### src/pcht_pkg.sv
package pcht_pkg;

	localparam int SLOTS = 4096;
	localparam int SLOT_BITS = $clog2(SLOTS);
	localparam int NODE_BITS = 20;
	localparam int COUNT_BITS = 32;
	localparam int IDX_BITS = 12;
	localparam int NC_BITS = 21;
	localparam int ADDR_BITS = 3;
	localparam int DATA_BITS = 32;

	localparam logic [NC_BITS-1:0] NC_RESET = NC_BITS'(1048576);

	// register index, taken from paddr above the byte offset
	localparam logic REG_NODE_COUNT = 1'b0;

	typedef enum logic {
		CMD_RECORD = 1'b0,
		CMD_READ   = 1'b1
	} cmd_t;

	typedef enum logic [1:0] {
		STAT_OK        = 2'd0,
		STAT_FULL      = 2'd1,
		STAT_UNWRITTEN = 2'd2
	} status_t;

	typedef enum logic [2:0] {
		S_CLEAR,
		S_IDLE,
		S_HASH,
		S_SLOT,
		S_ENTRY,
		S_READ
	} state_t;

	typedef struct packed {
		cmd_t                 cmd;
		logic [NODE_BITS-1:0] node;
		logic [NODE_BITS-1:0] context_req;
		logic [IDX_BITS-1:0]  entry_index;
	} req_t;

	typedef struct packed {
		logic [IDX_BITS-1:0]   result_index;
		logic                  was_present;
		logic [NODE_BITS-1:0]  source_node;
		logic [NODE_BITS-1:0]  context_node;
		logic [COUNT_BITS-1:0] pair_count;
		status_t               status;
	} result_t;

	typedef struct packed {
		logic                 valid;
		logic [SLOT_BITS-1:0] idx;
	} slot_t;

	typedef struct packed {
		logic [NODE_BITS-1:0]  src;
		logic [NODE_BITS-1:0]  ctx;
		logic [COUNT_BITS-1:0] cnt;
	} entry_t;

	typedef struct packed {
		logic                 slot_we;
		logic                 slot_re;
		logic [SLOT_BITS-1:0] slot_addr;
		slot_t                slot_wdata;
		logic                 ent_we;
		logic                 cnt_we;
		logic [SLOT_BITS-1:0] ent_waddr;
		entry_t               ent_wdata;
		logic                 ent_re;
		logic [SLOT_BITS-1:0] ent_raddr;
	} store_ctl_t;

endpackage

### src/pcht_cfg.sv
module pcht_cfg (
	input  logic                                 clk,
	input  logic                                 arst_n,
	input  logic                                 psel,
	input  logic                                 penable,
	input  logic                                 pwrite,
	input  logic [pcht_pkg::ADDR_BITS-1:0]       paddr,
	input  logic [pcht_pkg::DATA_BITS-1:0]       pwdata,
	output logic [pcht_pkg::DATA_BITS-1:0]       prdata,
	output logic                                 pready,
	output logic [pcht_pkg::NC_BITS-1:0]         node_count
);

	logic                          reg_idx;
	logic [pcht_pkg::NC_BITS-1:0]  nc_q;

	assign reg_idx = paddr[pcht_pkg::ADDR_BITS-1];
	assign pready = 1'b1;
	assign node_count = nc_q;

	always_ff @(posedge clk or negedge arst_n) begin
		if (!arst_n) begin
			nc_q <= pcht_pkg::NC_RESET;
		end else if (psel && penable && pwrite && (reg_idx == pcht_pkg::REG_NODE_COUNT)) begin
			nc_q <= pwdata[pcht_pkg::NC_BITS-1:0];
		end
	end

	always_comb begin
		prdata = '0;
		if (reg_idx == pcht_pkg::REG_NODE_COUNT) begin
			prdata = pcht_pkg::DATA_BITS'(nc_q);
		end
	end

endmodule

### config.mk
export PLATFORM = sky130hd
export DESIGN_NAME = pcht_cfg
export DESIGN_NICKNAME = d
export VERILOG_FILES = /design/src/pcht_pkg.sv /design/src/pcht_cfg.sv
export SDC_FILE = /design/constraint.sdc
export NUM_CORES = 1
export LEC_CHECK = 0
export ABC_AREA = 1
export BUFFER_PORTS_ARGS = -buffer_cell sky130_fd_sc_hd__buf_2
export CORE_MARGIN = 5
export CORE_UTILIZATION = 35
export CTS_BUF_LIST = sky130_fd_sc_hd__clkbuf_8
export CTS_CLUSTER_SIZE = 8
export DETAILED_ROUTE_END_ITERATION = 7
export PLACE_DENSITY = 0.8
export REMOVE_ABC_BUFFERS = 1
export SLEW_MARGIN = 20
export SYNTH_ARGS = -nofsm -noshare
export SYNTH_HDL_FRONTEND = slang
export SYNTH_SLANG_ARGS = --single-unit
### constraint.sdc
create_clock -name clk -period 0.8 [get_ports clk]
set_input_delay 0.08 -clock clk [delete_from_list [all_inputs] [get_ports clk]]
set_output_delay 0.08 -clock clk [all_outputs]
set_load 0.1 [all_outputs]
Yosys cells after proc, flatten, opt, wreduce, memory -nomap -nowiden

Index checks and enable logic that the tools add are counted.
Widths: inputs -> output; s select.

Word-level logic and storage cells: 6
Register bits: 21
Output and inout port bits: 54

Multiplexer cells: 1
Bitwise logic cells: 1
Reductions and logical operators: 3

Operators with widths:

| kind              | count |
|---|---|
| $mux 21           | 1 |
| $logic_and 1x1->1 | 3 |
| $not 1->1         | 1 |

Depth between registers and ports, before layout

Gate-level depths: netlist of run 1.

Depth after elaboration: 3
Depth in mapped cells: 6
Depth with buffers taken out: 5

Worst setup path before layout of run 1

No wires, ideal clock.

Path type: register to output
Start: reg nc_q (netlist bit node_count[0])
End: out prdata[0] in the netlist's numbering
Slack: -1563 ps
Data arrival time: 2283 ps
Data required time: 720 ps
Buffers on the path: 0
Cell stages (with the launch flop): 3
Path through: dfrtp_1 inv_1 nor2_1

Word-level cells in the longest chain between the ends: 1

Ends and longest elaborated chain:

| element                  | line           | source |
|---|---|---|
| start: declaration       | pcht_cfg.sv:15 | `logic [pcht_pkg::NC_BITS-1:0] nc_q;` |
| start signal: assignment | pcht_cfg.sv:23 | `nc_q <= pcht_pkg::NC_RESET;` |
| start signal: assignment | pcht_cfg.sv:25 | `nc_q <= pwdata[pcht_pkg::NC_BITS-1:0];` |
| $mux 21                  | pcht_cfg.sv:31 | `if (reg_idx == pcht_pkg::REG_NODE_COUNT) begin` |
| end: declaration         | pcht_cfg.sv:9  | `output logic [pcht_pkg::DATA_BITS-1:0] prdata,` |

No other way between the ends.

Worst setup path in the final report of run 1

Start: reg nc_q (netlist bit node_count[20])
End: out prdata[20] in the netlist's numbering

Same word-level chain as after synthesis.

==> results of run 1 <==
[worst max-delay path: stages, from the launching register on]
cell and delay [ns]:
dfstp_2 0.54, inv_2 0.05, nor2_4 0.10, buf_12 0.18
[worst max path at each step]
stage,start,endpoint,slack (ns),cells after the start
final,node_count[20],prdata[20],-0.41,3
after global routing,node_count[20],prdata[20],-0.44,3
after global placement,node_count[20],prdata[20],-0.18,3
after detailed placement,node_count[20],prdata[20],-0.19,3
after CTS,node_count[20],prdata[20],-0.42,3
after floorplan,node_count[0],prdata[0],-1.56,2
[power by group through the flow]
stage	clock [mW]	combinational [mW]	sequential [mW]
after global placement	0	4.97	1.38
after global routing	0.753	5.62	1.46
final	0.677	5.46	1.44
after detailed placement	0	5.05	1.40
after floorplan	0	1.44	2.89
after CTS	0.694	5.33	1.42
[synthesized netlist by cell type (all sizes together)]
cell,instances,share of area
nand2,44,0.15
inv,23,0.077
nor2,22,0.081
nand3,21,0.094
buf,20,0.12
dfrtp,20,0.45
conb,2,0.0067
dfstp,1,0.024
[per-layer routing]
metal | global-route usage | vias up
li1 | - | 627
met1 | 0.2131 | 616
met2 | 0.4263 | 55
met3 | 0.03035 | 6
met4 | 0.07360 | 0
met5 | 0 | -
[layout by cell type, fill, tap and decap left out]
cell type	n
nand3_1	21
clkbuf_8	3
conb_1	12
buf_4	10
buf_2	26
dlygate4sd3_1	1
nand2_2	6
inv_2	7
nor2_2	12
inv_1	17
buf_12	44
nand2_1	38
dfstp_2	1
buf_6	25
dfrtp_1	20
nor2_4	10
[layout make-up]
type                       instances  area (um2)
tap                               44       55.05
inverter                          23       86.33
clock buffer                       3       41.29
timing repair buffer             106        1378
sequential                        21       526.8
clock inverter                     1       3.754
fill                             187       444.2
multi-input combinational         99       518.0
[logic make-up after synthesis]
kind of cell / count (synthesis)
and+or+nand+nor: 87
DFF: 21
buffers and inverters: 43
other: 2
[timing repair]
action | in CTS | in global routing
buffers inserted | 4 | 4
endpoints found under the hold margin | 20 | 0
resized for setup | 49 | 21
setup endpoints to repair | 43 | 48
pin swaps | 2 | 7
hold buffers | 1 | 0
==> qor.yml, run 1 <==
rows: 20
start_util: 0.3656
die_w_um: 66.47
area_growth_pct: 133.7
switching_share: 0.5297
clock.fmax_mhz: 827.5
root_buffer: "clkbuf_8"
yosysUniqueCellTypes: 10
p_leak_nw: 1.330
syn_area_mm2: 0.001116
clkPwrFrac: 0.089
min_path_cells: 3
place_area_mm2: 0.002302
switchingPower_mw: 4.009
rsz0062_at_grt: "yes"
synth_adder_area_share: 0
power.density_mw_per_mm2: 2901
pwr-share-comb: 0.721
largest_reg_flops: 21
synthMuxAreaShare: 0
final_core_util: 0.8545
diodes: 0
synth_compound_area_frac: 0
port-buffer-count: 68
totalWireLength_um: 4380
finalPower_mw: 7.568
die_height_um: 66.47
antenna_found_initial: 0
finalCriticalPeriod_ns: 1.208
holdPathEnd: "node_count[10]"
wl_met3_um: 228
syn_area_per_cell_um2: 7.295
synth_xor_area_frac: 0
timing.hold.ws_ns: 0.04103
outcome: "finished with violations"
seq_area_frac_synth: 0.4720
cp_max_fo: 2
rrSetupSlack_ns: -0.09
intPower_mw: 3.559
worstRegToRegCells: 4
routabilityCongestion: 0.6904
pre_cts_ws_ns: -0.1938
insertion_delay_ns: 0.26
ios: 94
min_from: "pwdata[10]"
vdd_ir_drop_max_mv: 1.788
required_ns: 0.72
grt_use_total: 0.2107
die-area_mm2: 0.004418
hp-class: "in2reg"
synthCells: 153
final_cells: 297
start_kind: "register"
dr_total_vias: 1304
yosys_warnings: 0
drc_errors: 0
dpl.hpwl_um: 3141
cts_htree_levels: 1
cap_violations: 0
post_drt_wl_per_cell_um: 14.75
grt_pass1_wl_um: 6934
dp.cells: 286
crit_type: "reg2out"
arrival_ns: 1.13
cts_sinks: 21
timing.rr.start: "node_count[16]"
cts_made_buffers: 3
final_layout_size_suffix_gt1_frac: 0.5692
cts_tree: "done"
core_mm2: 0.003053
fin_nets: 294
fin_ws_ns: -0.4085
finalHoldViolCount: 0
tns_ns: -11.35
clk_pin_slew_worst_paths_ns: 0.07
power_frac_seq: 0.190
dr.pass1.iters: 3
report.final.slew_viol_count: 0
end_kind: "output port"
regToRegEndpoint: "node_count[16]"
period_share: 1.511
grt_max_degree: 22
finish.instance_area_mm2: 0.002609
met2_length_um: 2539
top_layer_used: "met4"
setup_viol: 49
viasPerCell: 4.391
wl_met1_um: 1537
ant_nets: 0
fin_worst_skew_ns: 0
ys_ff_latch: 21
failed_checks: "setup timing"
globalRoute.totalOverflow: 0
yosys.area_share.simple: 0.3229
grt_pass1_vias: 1454
clock_path_buffers: 2
drtIter0Drc: 48
synth_top_family_by_area: "simple AND/OR/NAND/NOR gates"
No activity file was read; power rests on OpenSTA's default activity.
==> run 2: changes to the inputs <==
- MAX_ROUTING_LAYER: not set -> met4
==> qor.yml, run 2 (same netlist as run 1, synthesis figures left out) <==
outcome: "finished with violations"
failed_checks: "setup timing"
drtIter0Drc: 42  # -13%
report.final.slew_viol_count: 0  # unchanged
finish.instance_area_mm2: 0.002604  # -0.19%
grt_pass1_vias: 1456  # +0.14%
power.density_mw_per_mm2: 2902  # about the same
core_mm2: 0.003053  # unchanged
vdd_ir_drop_max_mv: 1.771  # -0.95%
rows: 20  # unchanged
ant_nets: 0  # unchanged
clock_path_buffers: 2  # unchanged
insertion_delay_ns: 0.26  # about the same
cts_htree_levels: 1  # unchanged
place_area_mm2: 0.002302  # unchanged
finalHoldViolCount: 0  # unchanged
area_growth_pct: 133.3
drc_errors: 0  # unchanged
dpl.hpwl_um: 3141  # unchanged
regToRegEndpoint: "node_count[16]"
hp-class: "in2reg"
globalRoute.totalOverflow: 0  # unchanged
setup_viol: 49  # unchanged
start_kind: "register"
required_ns: 0.72  # about the same
min_from: "pwdata[10]"
die_w_um: 66.47  # unchanged
holdPathEnd: "node_count[10]"
totalWireLength_um: 4345  # -0.80%
port-buffer-count: 68  # unchanged
dr.pass1.iters: 4  # +1
cap_violations: 0  # unchanged
largest_reg_flops: 21  # unchanged
diodes: 0  # unchanged
min_path_cells: 3  # unchanged
grt_use_total: 0.2163  # +0.005533
clock.fmax_mhz: 826.7  # about the same
grt_max_degree: 22  # unchanged
rsz0062_at_grt: "yes"
p_leak_nw: 1.331  # about the same
die_height_um: 66.47  # unchanged
grt_pass1_wl_um: 6941  # +0.10%
finalCriticalPeriod_ns: 1.210  # +0.001089 ns
cts_sinks: 21  # unchanged
clk_pin_slew_worst_paths_ns: 0.07  # about the same
post_drt_wl_per_cell_um: 14.63  # -0.80%
end_kind: "output port"
timing.rr.start: "node_count[16]"
arrival_ns: 1.13  # about the same
fin_worst_skew_ns: 0  # unchanged
rrSetupSlack_ns: -0.09  # about the same
cp-startpoint: "node_count[20]"
die-area_mm2: 0.004418  # unchanged
antenna_found_initial: 0  # unchanged
timing.hold.ws_ns: 0.04219  # +0.001161 ns
dr_total_vias: 1304  # unchanged
cp_max_fo: 2  # unchanged
start_util: 0.3656  # unchanged
final_layout_size_suffix_gt1_frac: 0.5652  # -0.003953
ios: 94  # unchanged
routabilityCongestion: 0.6976  # +1.0%
layout_common_cells: "buf_12 (44), nand2_1 (38), buf_2 (26)"
finalPower_mw: 7.555  # -0.18%
cts_tree: "done"
cts_made_buffers: 3  # unchanged
crit_type: "reg2out"
fin_nets: 294  # unchanged
viasPerCell: 4.391  # unchanged
root_buffer: "clkbuf_8"
fin_ws_ns: -0.4096  # -0.001089 ns
period_share: 1.512  # about the same
mostFrequentLayoutCell: "buf_12"
worstRegToRegCells: 4  # unchanged
run 2: changes by cell type in the layout (fill, tap and decap cells not counted):
cell,before,now
inv_1,17,18
nor2_2,12,13
nor2_4,10,9
inv_2,7,6
run 2: where the power goes:
part           switching [mW]  internal, mW
Clock                   0.333         0.342
Sequential              0.166          1.27
Combinational            3.50          1.95
Total                    4.00          3.56
run 2: metrics by stage:
stage / setup TNS, ns / utilization / cells / setup slack, ns
floorplan: -44.21 / - / 143 / -1.563
global placement: -3.093 / 0.7541 / 286 / -0.1790
detailed placement: -3.532 / 0.7541 / 286 / -0.1938
CTS: -11.31 / 0.8311 / 295 / -0.4158
global route: -13.38 / 0.8529 / 297 / -0.4446
finish: -11.29 / 0.8529 / 297 / -0.4096
run 2: worst max-delay path, cell delays in order, from the launching register on:
cell     delay [ns]
dfstp_2        0.54
inv_2          0.05
nor2_4         0.10
buf_12         0.18
run 2: worst max-delay path by stage:
stage,slack (ns),cells after the start,endpoint
2_1_floorplan,-1.56,2,prdata[0]
3_3_place_gp,-0.18,3,prdata[20]
3_5_place_dp,-0.19,3,prdata[20]
4_1_cts,-0.42,3,prdata[20]
5_1_grt,-0.44,3,prdata[20]
6_report,-0.41,3,prdata[20]
run 2: area by class of cell:
cell class | count | area, um2
inverter | 23 | 86.33
sequential | 21 | 526.8
multi-input combinational | 99 | 513.0
clock buffer | 3 | 41.29
clock inverter | 1 | 3.754
fill | 189 | 449.2
tap | 44 | 55.05
timing repair buffer | 106 | 1378
run 2: timing repair:
action	CTS	global route
resized for setup	49	19
hold endpoints to repair	20	0
setup endpoints to repair	43	48
setup buffers	4	4
pin swaps	2	6
hold buffers	1	0
run 2: layer usage:
metal / vias up / GRT usage / share of wire
li1: 627 / - / -
met1: 613 / 0.2110 / 0.35
met2: 58 / 0.4312 / 0.59
met3: 6 / 0.02698 / 0.052
met4: 0 / 0.07360 / 0.017
met5: - / - / 0
==> run 3: changes to the inputs <==
- BUFFER_PORTS_ARGS: -buffer_cell sky130_fd_sc_hd__buf_2 -> -buffer_cell sky130_fd_sc_hd__clkbuf_2
- SKIP_CTS_REPAIR_TIMING: not set -> 1
==> qor.yml, run 3 (same netlist as run 1, synthesis figures left out) <==
die_w_um: 66.47  # unchanged
cap_violations: 0  # unchanged
fin_ws_ns: -0.4411  # -0.03155 ns
grt_pass1_wl_um: 5692  # -18%
die_height_um: 66.47  # unchanged
cp_slowest_stage_delay_ns: 0.54  # about the same
grt_max_degree: 14  # -36%
cp_slowest_cell: "dfstp_2"
routabilityCongestion: 0.7553  # +8.3%
port-buffer-count: 68  # unchanged
clk_pin_slew_worst_paths_ns: 0.08  # about the same
cts_tree: "done"
post_drt_wl_per_cell_um: 13.45  # -8.0%
grt_pass1_vias: 1202  # -17%
final_layout_size_suffix_gt1_frac: 0.4880  # -0.07722
viasPerCell: 4.320  # -1.6%
hp-class: "in2reg"
p_leak_nw: 1.304  # -2.0%
end_kind: "output port"
totalWireLength_um: 3955  # -9.0%
finalCriticalPeriod_ns: 1.241  # +0.03155 ns
outcome: "finished with violations"
setup_viol: 44  # -10%
antenna_found_initial: 0  # unchanged
insertion_delay_ns: 0.26  # about the same
switching_share: 0.5326  # +0.003224
intPower_mw: 3.438  # -3.3%
largest_reg_flops: 21  # unchanged
rows: 20  # unchanged
pwr-share-comb: 0.710  # -0.011
drtIter0Drc: 40  # -4.8%
die-area_mm2: 0.004418  # unchanged
start_kind: "register"
final_core_util: 0.8148  # -0.03812
cts_sinks: 21  # unchanged
dpl.hpwl_um: 3035  # -3.4%
power_frac_seq: 0.192  # +0.002
clock_path_buffers: 2  # unchanged
cts_made_buffers: 3  # unchanged
fill_cells: 185  # -2.1%
cp_max_fo: 2  # unchanged
final_cells: 294  # -1.0%
root_buffer: "clkbuf_8"
dr.pass1.iters: 4  # unchanged
dr_total_vias: 1270  # -2.6%
drc_errors: 0  # unchanged
area_growth_pct: 122.9
vdd_ir_drop_max_mv: 1.817  # +2.6%
period_share: 1.551  # +0.03944
grt_use_total: 0.1726  # -0.04364
report.final.slew_viol_count: 0  # unchanged
required_ns: 0.72  # about the same
power.density_mw_per_mm2: 2957  # +1.9%
crit_type: "reg2out"
pre_cts_ws_ns: -0.2341  # -0.04029 ns
timing.hold.ws_ns: 0.02430  # -0.01789 ns
ios: 94  # unchanged
fin_nets: 291  # -1.0%
failed_checks: "setup timing"
core_mm2: 0.003053  # unchanged
switchingPower_mw: 3.918  # -2.0%
cts_htree_levels: 1  # unchanged
crit_chain: "inv_2, nor2_4, buf_12"
clock.fmax_mhz: 805.7  # -2.5%
dp.cells: 287  # +0.35%
clkPwrFrac: 0.098  # +0.009
start_util: 0.3656  # unchanged
rsz0062_at_grt: "yes"
fin_worst_skew_ns: 0  # unchanged
finalHoldViolCount: 0  # unchanged
ant_nets: 0  # unchanged
diodes: 0  # unchanged
layout_common_cells: "nand2_1 (43), buf_12 (43), clkbuf_2 (26)"
arrival_ns: 1.16  # +0.03 ns
globalRoute.totalOverflow: 0  # unchanged
[run 3: cell count changes in the layout (fill, tap and decap cells not counted), moves of 6 or more]
cell	delta
buf_2	-26
nor2_1	+10
clkbuf_2	+26
buf_6	-6
[run 3: routing by layer]
metal	vias to the layer above	wire, um	part of all wire	track usage
met2	54	2180	0.55	0.3073
li1	621	-	-	-
met4	0	36	0.0091	0.05330
met1	593	1544	0.39	0.2061
met3	2	193	0.049	0.01518
met5	-	0	0	-
[run 3: power by group through the flow]
stage	Combinational [mW]	Sequential (mW)	Clock, mW
finish	5.22	1.41	0.719
global route	5.38	1.44	0.762
CTS	5.04	1.37	0.731
detailed placement	5.03	1.39	0
global placement	4.97	1.38	0
floorplan	1.44	2.89	0
[run 3: critical path: cells and delay by family, from the launching register on]
family	cells	cell delay [ns]
buf+inv	2	0.23
simple gates	1	0.13
flops	1	0.54
[run 3: final timing paths]
kind                                 from              to  slack, ns  cells after the start
max                        node_count[20]      prdata[20]      -0.44                      3
min                            pwdata[20]  node_count[20]       0.02                      3
max reg2reg                 node_count[7]   node_count[7]      -0.02                      4
min reg2reg                node_count[10]  node_count[10]       0.59                      3
max in group asynchronous          arst_n   node_count[3]       0.18                      3
min in group asynchronous          arst_n   node_count[6]       0.26                      2
[run 3: final cells by class]
type	instances	area (um2)	area share
clock inverter	1	7.507	0.003018
timing repair buffer	103	1320	0.5307
inverter	23	86.33	0.03471
tap	44	55.05	0.02213
sequential	21	526.8	0.2118
multi-input combinational	99	450.4	0.1811
clock buffer	3	41.29	0.01660
[run 3: stage by stage]
step	total power [mW]	area [um2]	setup TNS, ns
after floorplan	4.329	1018	-44.21
after global placement	6.344	2297	-6.434
after detailed placement	6.425	2297	-7.132
after CTS	7.140	2346	-12.19
after global routing	7.581	2487	-13.51
final	7.356	2487	-11.66
