### src/pcht_pkg.sv
package pcht_pkg;

	localparam int SLOTS = 4096;
	localparam int SLOT_BITS = $clog2(SLOTS);
	localparam int NODE_BITS = 20;
	localparam int COUNT_BITS = 32;
	localparam int IDX_BITS = 12;
	localparam int NC_BITS = 21;
	localparam int ADDR_BITS = 3;
	localparam int DATA_BITS = 32;

	localparam logic [NC_BITS-1:0] NC_RESET = NC_BITS'(1048576);

	// register index, taken from paddr above the byte offset
	localparam logic REG_NODE_COUNT = 1'b0;

	typedef enum logic {
		CMD_RECORD = 1'b0,
		CMD_READ   = 1'b1
	} cmd_t;

	typedef enum logic [1:0] {
		STAT_OK        = 2'd0,
		STAT_FULL      = 2'd1,
		STAT_UNWRITTEN = 2'd2
	} status_t;

	typedef enum logic [2:0] {
		S_CLEAR,
		S_IDLE,
		S_HASH,
		S_SLOT,
		S_ENTRY,
		S_READ
	} state_t;

	typedef struct packed {
		cmd_t                 cmd;
		logic [NODE_BITS-1:0] node;
		logic [NODE_BITS-1:0] context_req;
		logic [IDX_BITS-1:0]  entry_index;
	} req_t;

	typedef struct packed {
		logic [IDX_BITS-1:0]   result_index;
		logic                  was_present;
		logic [NODE_BITS-1:0]  source_node;
		logic [NODE_BITS-1:0]  context_node;
		logic [COUNT_BITS-1:0] pair_count;
		status_t               status;
	} result_t;

	typedef struct packed {
		logic                 valid;
		logic [SLOT_BITS-1:0] idx;
	} slot_t;

	typedef struct packed {
		logic [NODE_BITS-1:0]  src;
		logic [NODE_BITS-1:0]  ctx;
		logic [COUNT_BITS-1:0] cnt;
	} entry_t;

	typedef struct packed {
		logic                 slot_we;
		logic                 slot_re;
		logic [SLOT_BITS-1:0] slot_addr;
		slot_t                slot_wdata;
		logic                 ent_we;
		logic                 cnt_we;
		logic [SLOT_BITS-1:0] ent_waddr;
		entry_t               ent_wdata;
		logic                 ent_re;
		logic [SLOT_BITS-1:0] ent_raddr;
	} store_ctl_t;

endpackage

### src/pcht_hash.sv
module pcht_hash (
	input  logic                             clk,
	input  logic [pcht_pkg::NODE_BITS-1:0]   node,
	input  logic [pcht_pkg::NODE_BITS-1:0]   context_req,
	input  logic [pcht_pkg::NC_BITS-1:0]     node_count,
	output logic [pcht_pkg::SLOT_BITS-1:0]   hash_s1
);

	localparam int PROD_BITS = pcht_pkg::NODE_BITS + pcht_pkg::NC_BITS;

	logic [PROD_BITS-1:0] prod;
	logic [PROD_BITS-1:0] sum;

	// slot count is a power of two, so the modulo keeps the low bits
	assign prod = PROD_BITS'(node) * PROD_BITS'(node_count);
	assign sum = prod + PROD_BITS'(context_req);

	always_ff @(posedge clk) begin
		hash_s1 <= sum[pcht_pkg::SLOT_BITS-1:0];
	end

endmodule

### config.mk
export PLATFORM = sky130hd
export DESIGN_NAME = pcht_hash
export DESIGN_NICKNAME = d
export VERILOG_FILES = /design/src/pcht_pkg.sv /design/src/pcht_hash.sv
export SDC_FILE = /design/constraint.sdc
export NUM_CORES = 1
export LEC_CHECK = 0
export ABC_AREA = 1
export BUFFER_PORTS_ARGS = -buffer_cell sky130_fd_sc_hd__buf_2
export CORE_MARGIN = 3
export CORE_UTILIZATION = 45
export CTS_BUF_LIST = sky130_fd_sc_hd__clkbuf_8
export DETAILED_ROUTE_END_ITERATION = 8
export PLACE_DENSITY = 0.69
export SLEW_MARGIN = 10
export SYNTH_ARGS = -nofsm -noshare
export SYNTH_HDL_FRONTEND = slang
export SYNTH_SLANG_ARGS = --single-unit
### constraint.sdc
create_clock -name clk -period 4.8 [get_ports clk]
set_input_delay 0.48 -clock clk [delete_from_list [all_inputs] [get_ports clk]]
set_output_delay 0.48 -clock clk [all_outputs]
set_load 0.005 [all_outputs]
=== Word level (Yosys, flattened, before mapping) ===
Cells that the tools add are included.

* Flip-flop bits (word level): 12
* Input bits: 62
* Output and inout port bits: 12

* $add $sub $neg: 1
* $mul: 1

{| class="wikitable"
|+ Operators with widths
! kind !! number
|-
| $mul A20 B21 Y12 || 1
|-
| $add A12 B12 Y12 || 1
|}

=== Logic depth before layout (Yosys ltp) ===
Gate-level depths: netlist (run 1).

* Depth in word-level cells: 2
* Mapped depth: 24
* Gate-level depth less buffers: 23

=== Worst setup path before layout (run 1) ===
OpenSTA, ideal clock, no wires.

* Path kind: in2reg
* From: input port node[0] in the netlist's numbering
* To: register hash_s1[9] in the netlist's numbering
* Setup time: 0.120 ns
* Data arrival time: 4.344 ns
* Required time: 4.680 ns
* Slack: 0.336 ns
* Stages on the path: 19
* Cell sequence: clkbuf_1 -> nand2_1 -> inv_1 -> fa_1 -> inv_1 -> fa_1 -> inv_1 -> fa_1 -> ha_1 -> inv_1 -> fa_1 -> inv_1 -> ha_1 -> a21o_1 -> a31oi_1 -> nor2_1 -> o21ai_0 -> nand2_1 -> xor2_1

* Cells in the longest elaborated chain, start to end: 2

{| class="wikitable"
|+ Ends and longest elaborated chain
! what !! RTL line !! text
|-
| start, declared || pcht_hash.sv:3 || <nowiki>input logic [pcht_pkg::NODE_BITS-1:0] node,</nowiki>
|-
| $mul A20 B21 Y12 || pcht_hash.sv:15 || <nowiki>assign prod = PROD_BITS'(node) * PROD_BITS'(node_count);</nowiki>
|-
| $add A12 B12 Y12 || pcht_hash.sv:16 || <nowiki>assign sum = prod + PROD_BITS'(context_req);</nowiki>
|-
| via sum[9] || pcht_hash.sv:12 || <nowiki>logic [PROD_BITS-1:0] sum;</nowiki>
|-
| end signal, assigned || pcht_hash.sv:19 || <nowiki>hash_s1 <= sum[pcht_pkg::SLOT_BITS-1:0];</nowiki>
|-
| end, declared || pcht_hash.sv:6 || <nowiki>output logic [pcht_pkg::SLOT_BITS-1:0] hash_s1</nowiki>
|}

The timed path passes the listed nets, and every way through them passes these cells.

=== Worst setup path after layout (run 1) ===
* From: input port node[1] in the netlist's numbering
* To: register hash_s1[11] in the netlist's numbering

The elaborated chain is that of the path after synthesis.

==> results of run 1 <==
-- synthesized netlist by cell type --
master / count
a31oi_1: 1
inv_1: 135
buf_6: 1
nand3b_1: 1
o21a_1: 1
ha_1: 34
o211ai_1: 1
buf_4: 3
o31ai_1: 1
a21oi_1: 6
nand2_2: 6
nand4_1: 2
xnor2_1: 3
dfxtp_1: 12
clkbuf_8: 1
xor2_1: 8
nand2_4: 1
clkbuf_1: 4
fa_1: 48
nand2_1: 133
nand3_1: 17
inv_2: 1
nor2_1: 1
a21o_1: 1
o21ai_0: 2
buf_2: 3
-- worst paths after layout --
kind / startpoint / end / slack, ns / cells after the start
max: node[1] / hash_s1[11] / 0.31 / 17
min: context_req[0] / hash_s1[0] / 0.46 / 2
-- metal layers --
| layer | track usage [%] | vias to the layer above | wire length, um |
|---|---|---|---|
| met1 | 22.1 | 1210 | 2620 |
| met4 | 5.77 | 0 | 187 |
| met3 | 1.30 | 18 | 172 |
| met5 | 0 | - | 0 |
| li1 | - | 1302 | - |
| met2 | 31.3 | 45 | 3120 |
-- power breakdown --
| group | internal, uW | switching, uW | leakage (uW) | total [uW] |
|---|---|---|---|---|
| logic | 512 | 663 | 0.00211 | 1170 |
| registers | 160 | 8.19 | 0.000101 | 168 |
| clock network | 55.1 | 34.8 | 0.0000216 | 89.9 |
-- cell type report --
| type | count | area (um2) |
|---|---|---|
| fillers | 637 | 3050 |
| multi-input cells | 267 | 2220 |
| inverters | 136 | 510 |
| repair buffers | 57 | 308 |
| flip-flops and latches | 12 | 240 |
| well taps | 77 | 96.3 |
| clock buffers | 3 | 41.3 |
-- logic make-up (layout without fill, tap and decap cells) --
logic type / count (synthesis) / after routing / synth area share, %
fa+ha+maj: 82 / 82 / 45.5
simple gates: 161 / 161 / 21.6
flops: 12 / 12 / 7.89
xor+xnor: 11 / 11 / 3.17
buf+inv: 148 / 196 / 19.3
compound gates: 13 / 13 / 2.51
-- per-stage QoR --
stage          hold slack, ns  std cells  setup WS [ns]  utilization, %  setup TNS [ns]
2_1_floorplan           0.610        427          0.336               -               0
3_3_place_gp            0.702        549         0.0562            52.2               0
3_5_place_dp            0.703        549      -0.000486            52.2       -0.000486
4_1_cts                 0.450        552          0.240            52.8               0
5_1_grt                 0.461        552         0.0801            52.8               0
6_report                0.457        552          0.310            52.8               0
==> summary.md, run 1 <==
| Metric | Value |
|---|---|
| Commonest non-fill, non-tap cell in the layout | inv_1 |
| FP Rows | 29 |
| Peak VDD IR | 0.000189 V |
| Largest net degree at the start of global routing | 12 |
| Global-route wire length before repair | 10,900 um |
| Buffers added on ports | 48 |
| DP HPWL | 5520 um |
| Final WL | 6100 um |
| Initial DRC Count | 70 |
| Hold Fails Final Rpt | 0 |
| Yosys cell types | 26 |
| Largest regs | hash_s1: 12 flops |
| Post-route ant nets | 0 |
| Unrepaired setup endpoints after global routing | false |
| Critical Path Slowest Stage Cell | fa_1 |
| Max cap viols | 0 |
| F_max | 223 MHz |
| Post-Synthesis Cells | 427 |
| Final count of pins violating max slew | 0 |
| DP Area | 0.00337 mm2 |
| Diodes inserted | 0 |
| Slew HR | 75.2% |
| Starting Density | 47.1% |
| CTS Sinks | 12 |
| Vias in the first global route | 2,588 |
| Power per cell area | 420 mW/mm2 |
| Synth area leader | fa_1 |
| Tightest Hold Check Type | in -> reg |
| Synth top area share | 31.6% |
| Resized Gates After CTS | 0 |
| Largest register FFs | 12 |
| Total power | 1430 uW |
| Largest Register | hash_s1 |
| Worst Setup Start Kind | input port |
| Post-Syn Area per Cell | 7.13 um2 |
| Crit Path Class | in -> reg |
| Initial antenna violation count | 0 |
| CP Cell Sequence | buf_2 -> nand2_1 -> fa_1 -> fa_1 -> fa_1 -> inv_1 -> fa_1 -> inv_1 -> fa_1 -> inv_1 -> ha_1 -> nand2_1 -> o31ai_1 -> buf_4 -> inv_1 -> nand2_1 -> nand2_1 |
| Crit path top cell by count | fa_1 |
| Wire length per cell | 11.1 um |
| CP Max Fanout | 11 |
| Residual DRC | 0 |
| Post CTS Setup Buffer Count | 0 |
| Post-layout min period | 4.49 ns |
| Crit path DAT | 4.63 ns |
| Synthesis Warnings | 0 |
| Top delay family on crit path | adder cells |
| Clk buf depth | 2 |
| Via count | 2,575 |
| Crit. End Element | flip-flop |
| Total CTS buffers | 3 |
| DR pass1 iterations | 4 |
| Setup violators final | 0 |
| Synthesized flop and latch total | 12 |
| Die Wd | 88.3 um |
| Fin nets | 621 |
| Netlist Area Pre-Place | 0.00304 mm2 |
| Data required time of the worst path | 4.94 ns |
| Clock tree from TritonCTS | done |
| Gpl congestion | 0.860 |
| Share of layout cells above drive strength 1 | 14.3% |
| Status | completed |
| Clk root buf | clkbuf_8 |
| Post-Syn Nets | 571 |
| Final instance area | 0.00341 mm2 |
| Most frequent cells in the layout | inv_1, nand2_1, fa_1, buf_2, ha_1 |
| Cts hold-fix bufs | 0 |
| Buf+Inv Stages, Crit Path | 6 |
| Worst Max-Slew Pin Slew | 0.370 ns |
| Die H | 88.3 um |
| Clk slew on worst S/H paths | 0.05 ns |
| Die ar. | 0.00779 mm2 |
| Vias/cell | 4.66 |
| Top post-synthesis cells by area | fa_1, inv_1, nand2_1, ha_1, dfxtp_1 |
| Overflow after GRT | 0 |
| Synth-to-layout area growth | 12.1% |
| Core area | 0.00646 mm2 |
| H-tree depth | 1 |
| Final period utilization | 93.5% |
| Total GRT Usage | 17.4% |
| IO Pins | 74 |
| Sequential share of the synthesized area | 7.89% |
| LEAKAGE | 0.00223 uW |
| Worst path max stage delay | 0.55 ns |
Note: power is estimated with default switching activity, not from simulation.
==> inputs of run 2 (changes only) <==
Settings changed: PLACE_DENSITY 0.69 to 0.72.
Clock period 4.8 ns to 3.77 ns, I/O delays scaled along.
==> run 2 against run 1 <==
Effect of this change: the flow now finishes with violations (negative setup slack); combinational power grew 99%; largest cell class unchanged; global-route usage increased by 1.9 points; worst hold slack worse by 0.097 ns; final area grew 19%; critical path depth grew 2; worst setup slack lost 0.44 ns; wire length up 12%; cell count rose by 6.0%; first-iteration DRC count down 8.6%.
==> summary.md, run 2 (synthesis results as in run 1) <==
| Metric | Value |
|---|---|
| Status | finished, violations left |
| Failing checks | negative setup slack |
| Peak VDD IR | 0.000390 V |
| Total CTS buffers | 3 |
| Vias in the first global route | 2,935 |
| Setup violators final | 4 |
| Worst setup endpoint | hash_s1[9] |
| Post-layout min period | 3.90 ns |
| CP Max Fanout | 8 |
| Overflow after GRT | 0 |
| Clk slew on worst S/H paths | 0.06 ns |
| Core area | 0.00646 mm2 |
| Data required time of the worst path | 3.90 ns |
| LEAKAGE | 0.00247 uW |
| Max cap viols | 0 |
| Hold Fails Final Rpt | 0 |
| Tightest Hold Check Type | in -> reg |
| DP HPWL | 6110 um |
| Crit Path Class | in -> reg |
| Starting Density | 47.1% |
| Crit. End Element | flip-flop |
| F_max | 256 MHz |
| Hold path depth | 2 |
| Vias/cell | 4.65 |
| Fin nets | 653 |
| Largest net degree at the start of global routing | 12 |
| FP Rows | 29 |
| Synth-to-layout area growth | 32.9% |
| DR pass1 iterations | 4 |
| Total GRT Usage | 19.3% |
| IO Pins | 74 |
| Largest register FFs | 12 |
| Post-route ant nets | 0 |
| Commonest non-fill, non-tap cell in the layout | nand2_1 |
| Initial antenna violation count | 0 |
| Residual DRC | 0 |
| H-tree depth | 1 |
| Clk root buf | clkbuf_8 |
| Worst setup margin | -0.133 ns |
| Wire length per cell | 11.7 um |
| Unrepaired setup endpoints after global routing | true |
| Via count | 2,718 |
| Final period utilization | 104% |
| TNS Setup | -0.338 ns |
| Setup crit start | node[0] |
| Share of layout cells above drive strength 1 | 32.1% |
| Buffers added on ports | 48 |
| Clk buf depth | 2 |
| Total power | 2690 uW |
| Global-route wire length before repair | 12,100 um |
| Die H | 88.3 um |
| Worst Max-Slew Pin Slew | 0.235 ns |
| Largest Register | hash_s1 |
| Die Wd | 88.3 um |
| Final count of pins violating max slew | 0 |
| Gpl congestion | 0.875 |
| Final WL | 6860 um |
| Largest regs | hash_s1: 12 flops |
| Worst Setup Start Kind | input port |
| Initial DRC Count | 64 |
| Clock tree from TritonCTS | done |
| Diodes inserted | 0 |
| CTS Sinks | 12 |
| Slew HR | 84.3% |
| Power per cell area | 665 mW/mm2 |
| Most frequent cells in the layout | nand2_1, inv_1, fa_1, buf_4, buf_2 |
| Die ar. | 0.00779 mm2 |
| Crit path DAT | 4.03 ns |
## run 2: cell count changes in the layout (fill, tap and decap cells not counted), sizes merged
cell | previous run | this run
buf | 57 | 89
clkbuf | 3 | 4
## run 2: power by group
group          switching, uW  internal, uW  total (uW)  leakage [uW]
combinational           1180          1150        2330       0.00234
sequential              13.7           204         218      0.000101
clock                   47.3          92.2         139     0.0000288
total                   1250          1440        2690       0.00247
## run 2: repair_timing
item / CTS / global route
pin swaps: 23 / 25
gates resized for setup: 58 / 26
endpoints found under the setup margin: 5 / 6
setup buffers: 4 / 2
hold buffers: 0 / 0
## run 2: layer usage
layer,vias up,track usage [%],wire length [um]
li1,1370,-,-
met1,1280,21.9,2670
met2,53,38.2,3870
met3,15,2.14,174
met4,0,4.67,154
met5,-,0,0
## run 2: worst max-delay path: stages
cell,delay [ns]
buf_12,0.12
nand2_4,0.06
inv_2,0.04
fa_1,0.52
inv_1,0.05
fa_1,0.47
inv_1,0.05
fa_1,0.44
ha_1,0.30
inv_2,0.04
fa_1,0.49
inv_2,0.05
ha_4,0.21
a21o_1,0.17
a31oi_4,0.23
nor2_2,0.07
o21ai_1,0.11
nand2_1,0.08
xor2_1,0.14
## run 2: layout make-up
class	count	area [um2]
Sequential cell	12	240
Inverter	136	513
Timing Repair Buffer	89	689
Fill cell	539	2410
Tap cell	77	96.3
Multi-Input combinational cell	267	2450
Clock buffer	4	55.1
## run 2: worst min path at each step
| stage | startpoint | to | slack [ns] |
|---|---|---|---|
| floorplan | context_req[0] | hash_s1[0] | 0.51 |
| global placement | context_req[0] | hash_s1[0] | 0.60 |
| detailed placement | context_req[0] | hash_s1[0] | 0.61 |
| CTS | context_req[0] | hash_s1[0] | 0.36 |
| global route | context_req[0] | hash_s1[0] | 0.36 |
| finish | context_req[0] | hash_s1[0] | 0.36 |
## run 2: metrics by stage
step / setup WS, ns / hold slack (ns) / util [%] / instances / instance area, um2
6_report: -0.133 / 0.360 / 62.7 / 585 / 4050
3_3_place_gp: -0.401 / 0.599 / 57.6 / 578 / 3720
3_5_place_dp: -0.494 / 0.606 / 57.6 / 578 / 3720
5_1_grt: -0.292 / 0.360 / 62.7 / 585 / 4050
4_1_cts: -0.158 / 0.357 / 61.7 / 585 / 3990
2_1_floorplan: -0.247 / 0.507 / - / 427 / 3240
==> inputs of run 3 (changes only) <==
Settings changed: PLACE_DENSITY 0.72 to not set, PLACE_DENSITY_LB_ADDON set to 0.05.
==> run 3 against run 2 <==
Effect of this change: the flow still finishes with violations (negative setup slack); sequential power down 2%; wire length grew 1.2%; worst setup slack worse by 0.00094 ns; critical path depth is the same; cell count rose by 0.68%; first-iteration DRC count is 6.3% lower; sequential share of layout area decreased by 0.10 points; maximum frequency hardly changed; die area is the same; non-clock buffer count up 4.
==> summary.md, run 3 (synthesis results as in run 1) <==
| Metric | Value |
|---|---|
| F_max | 256 MHz |
| Crit path DAT | 4.04 ns |
| Power per cell area | 648 mW/mm2 |
| Vias in the first global route | 2,725 |
| Sw Ratio | 45.9% |
| Fin nets | 657 |
| Share of layout cells above drive strength 1 | 30.7% |
| Commonest non-fill, non-tap cell in the layout | inv_1 |
| Placed instance count | 580 |
| Switching power of the nets | 1230 uW |
| Initial antenna violation count | 0 |
| Crit. End Element | flip-flop |
| Synth-to-layout area growth | 35.2% |
| Final count of pins violating max slew | 0 |
| Hold WS | 0.364 ns |
| Failing checks | negative setup slack |
| Die Wd | 88.3 um |
| Largest regs | hash_s1: 12 flops |
| Via count | 2,687 |
| DP HPWL | 5910 um |
| Crit Path Class | in -> reg |
| Worst path max stage delay | 0.52 ns |
| TNS Setup | -0.282 ns |
| Global-route wire length before repair | 11,700 um |
| IO Pins | 74 |
| Buffers added on ports | 48 |
| Gpl congestion | 0.843 |
| Worst setup margin | -0.134 ns |
| Largest register FFs | 12 |
| Worst Max-Slew Pin Slew | 0.239 ns |
| Tightest Hold Check Type | in -> reg |
| Final period utilization | 104% |
| Largest Register | hash_s1 |
| CTS Sinks | 12 |
| Diodes inserted | 0 |
| Die ar. | 0.00779 mm2 |
| Critical Path Slowest Stage Cell | fa_1 |
| Clk root buf | clkbuf_8 |
| Flop pwr share | 8.0% |
| Most frequent cells in the layout | inv_1, nand2_1, fa_1, buf_4, buf_2 |
| Clock tree from TritonCTS | done |
| Clock power frac | 5.1% |
| Unrepaired setup endpoints after global routing | true |
| Max cap viols | 0 |
| Total CTS buffers | 3 |
| Vias/cell | 4.56 |
| Residual DRC | 0 |
| Core area | 0.00646 mm2 |
| Slew HR | 84.1% |
| Status | finished, violations left |
| Hold Fails Final Rpt | 0 |
| Number of fill cells in the layout | 580 |
| H-tree depth | 1 |
| CP Cell Sequence | buf_12 -> nand2_4 -> inv_2 -> fa_1 -> inv_1 -> fa_1 -> inv_1 -> fa_1 -> fa_1 -> inv_1 -> fa_1 -> inv_2 -> ha_4 -> a21oi_2 -> o21a_1 -> o31ai_4 -> inv_1 -> nand2_1 -> nand2_1 |
| Overflow after GRT | 0 |
| Die H | 88.3 um |
| Clk buf depth | 2 |
| Combinational Power Share | 86.9% |
| Worst Setup Start Kind | input port |
| Peak VDD IR | 0.000441 V |
| Final cell count without fillers | 589 |
| P_int | 1440 uW |
| Post-route ant nets | 0 |
| DR pass1 iterations | 6 |
| Wire length per cell | 11.8 um |
| Largest net degree at the start of global routing | 10 |
| Starting Density | 47.1% |
| LEAKAGE | 0.00250 uW |
| Crit path top cell by count | fa_1 |
| CP Max Fanout | 5 |
| Setup violators final | 3 |
| Clk slew on worst S/H paths | 0.05 ns |
| Final WL | 6950 um |
| FP Rows | 29 |
| Initial DRC Count | 60 |
| Data required time of the worst path | 3.90 ns |
| Total GRT Usage | 18.9% |
| Post-layout min period | 3.90 ns |
-- run 3: cell types whose count changed in the layout (fill, tap and decap cells not counted), moves of 3 or more --
cell,change
inv_1,+6
inv_2,-6
buf_4,+4
fa_1,+4
fa_2,-4
buf_2,-3
-- run 3: worst max-delay path: cells and delay by family --
kind	cells	cell delay, ns
buffers and inverters	7	0.43
adder cells (fa/ha/maj)	6	2.73
AND/OR/NAND/NOR	3	0.17
AO/OA/AOI/OAI	3	0.36
-- run 3: final cells by class --
cell class,instances,area (um2),area share (%)
multi-input combinational,267,2450,59.6
timing repair buffer,93,758,18.4
inverter,136,513,12.5
sequential,12,240,5.84
tap,77,96.3,2.34
clock buffer,4,55.1,1.34
-- run 3: per-stage QoR --
step / instance area, um2 / power (uW) / worst slack, ns / utilization (%)
detailed placement: 3730 / 2180 / -0.586 / 57.8
floorplan: 3240 / 1610 / -0.247 / -
global placement: 3730 / 2150 / -0.574 / 57.8
finish: 4120 / 2670 / -0.134 / 63.7
global route: 4120 / 2990 / -0.282 / 63.7
CTS: 3960 / 2500 / -0.183 / 61.3
-- run 3: path summary, 6_finish.rpt --
check / from / to / slack (ns) / depth (start not counted)
setup / recovery: node[2] / hash_s1[11] / -0.13 / 19
hold / removal: context_req[0] / hash_s1[0] / 0.36 / 2
-- run 3: per-layer routing --
metal	track usage (%)	part of all wire [%]
met4	3.98	1.6
met1	23.9	42
met3	2.51	3.6
met2	34.3	53
met5	0	0
-- run 3: power by group through the flow --
stage | combinational, uW | clock (uW) | sequential, uW
6_report | 2320 | 136 | 214
5_1_grt | 2630 | 147 | 221
4_1_cts | 2150 | 140 | 216
3_5_place_dp | 1960 | 0 | 219
3_3_place_gp | 1930 | 0 | 218
2_1_floorplan | 1380 | 0 | 230
-- run 3: timing repair --
item / in CTS / in global routing
endpoints found under the setup margin: 5 / 5
cloned: 0 / 2
buffers inserted: 0 / 3
hold buffers: 0 / 0
resized for setup: 49 / 23
pin swaps: 23 / 28
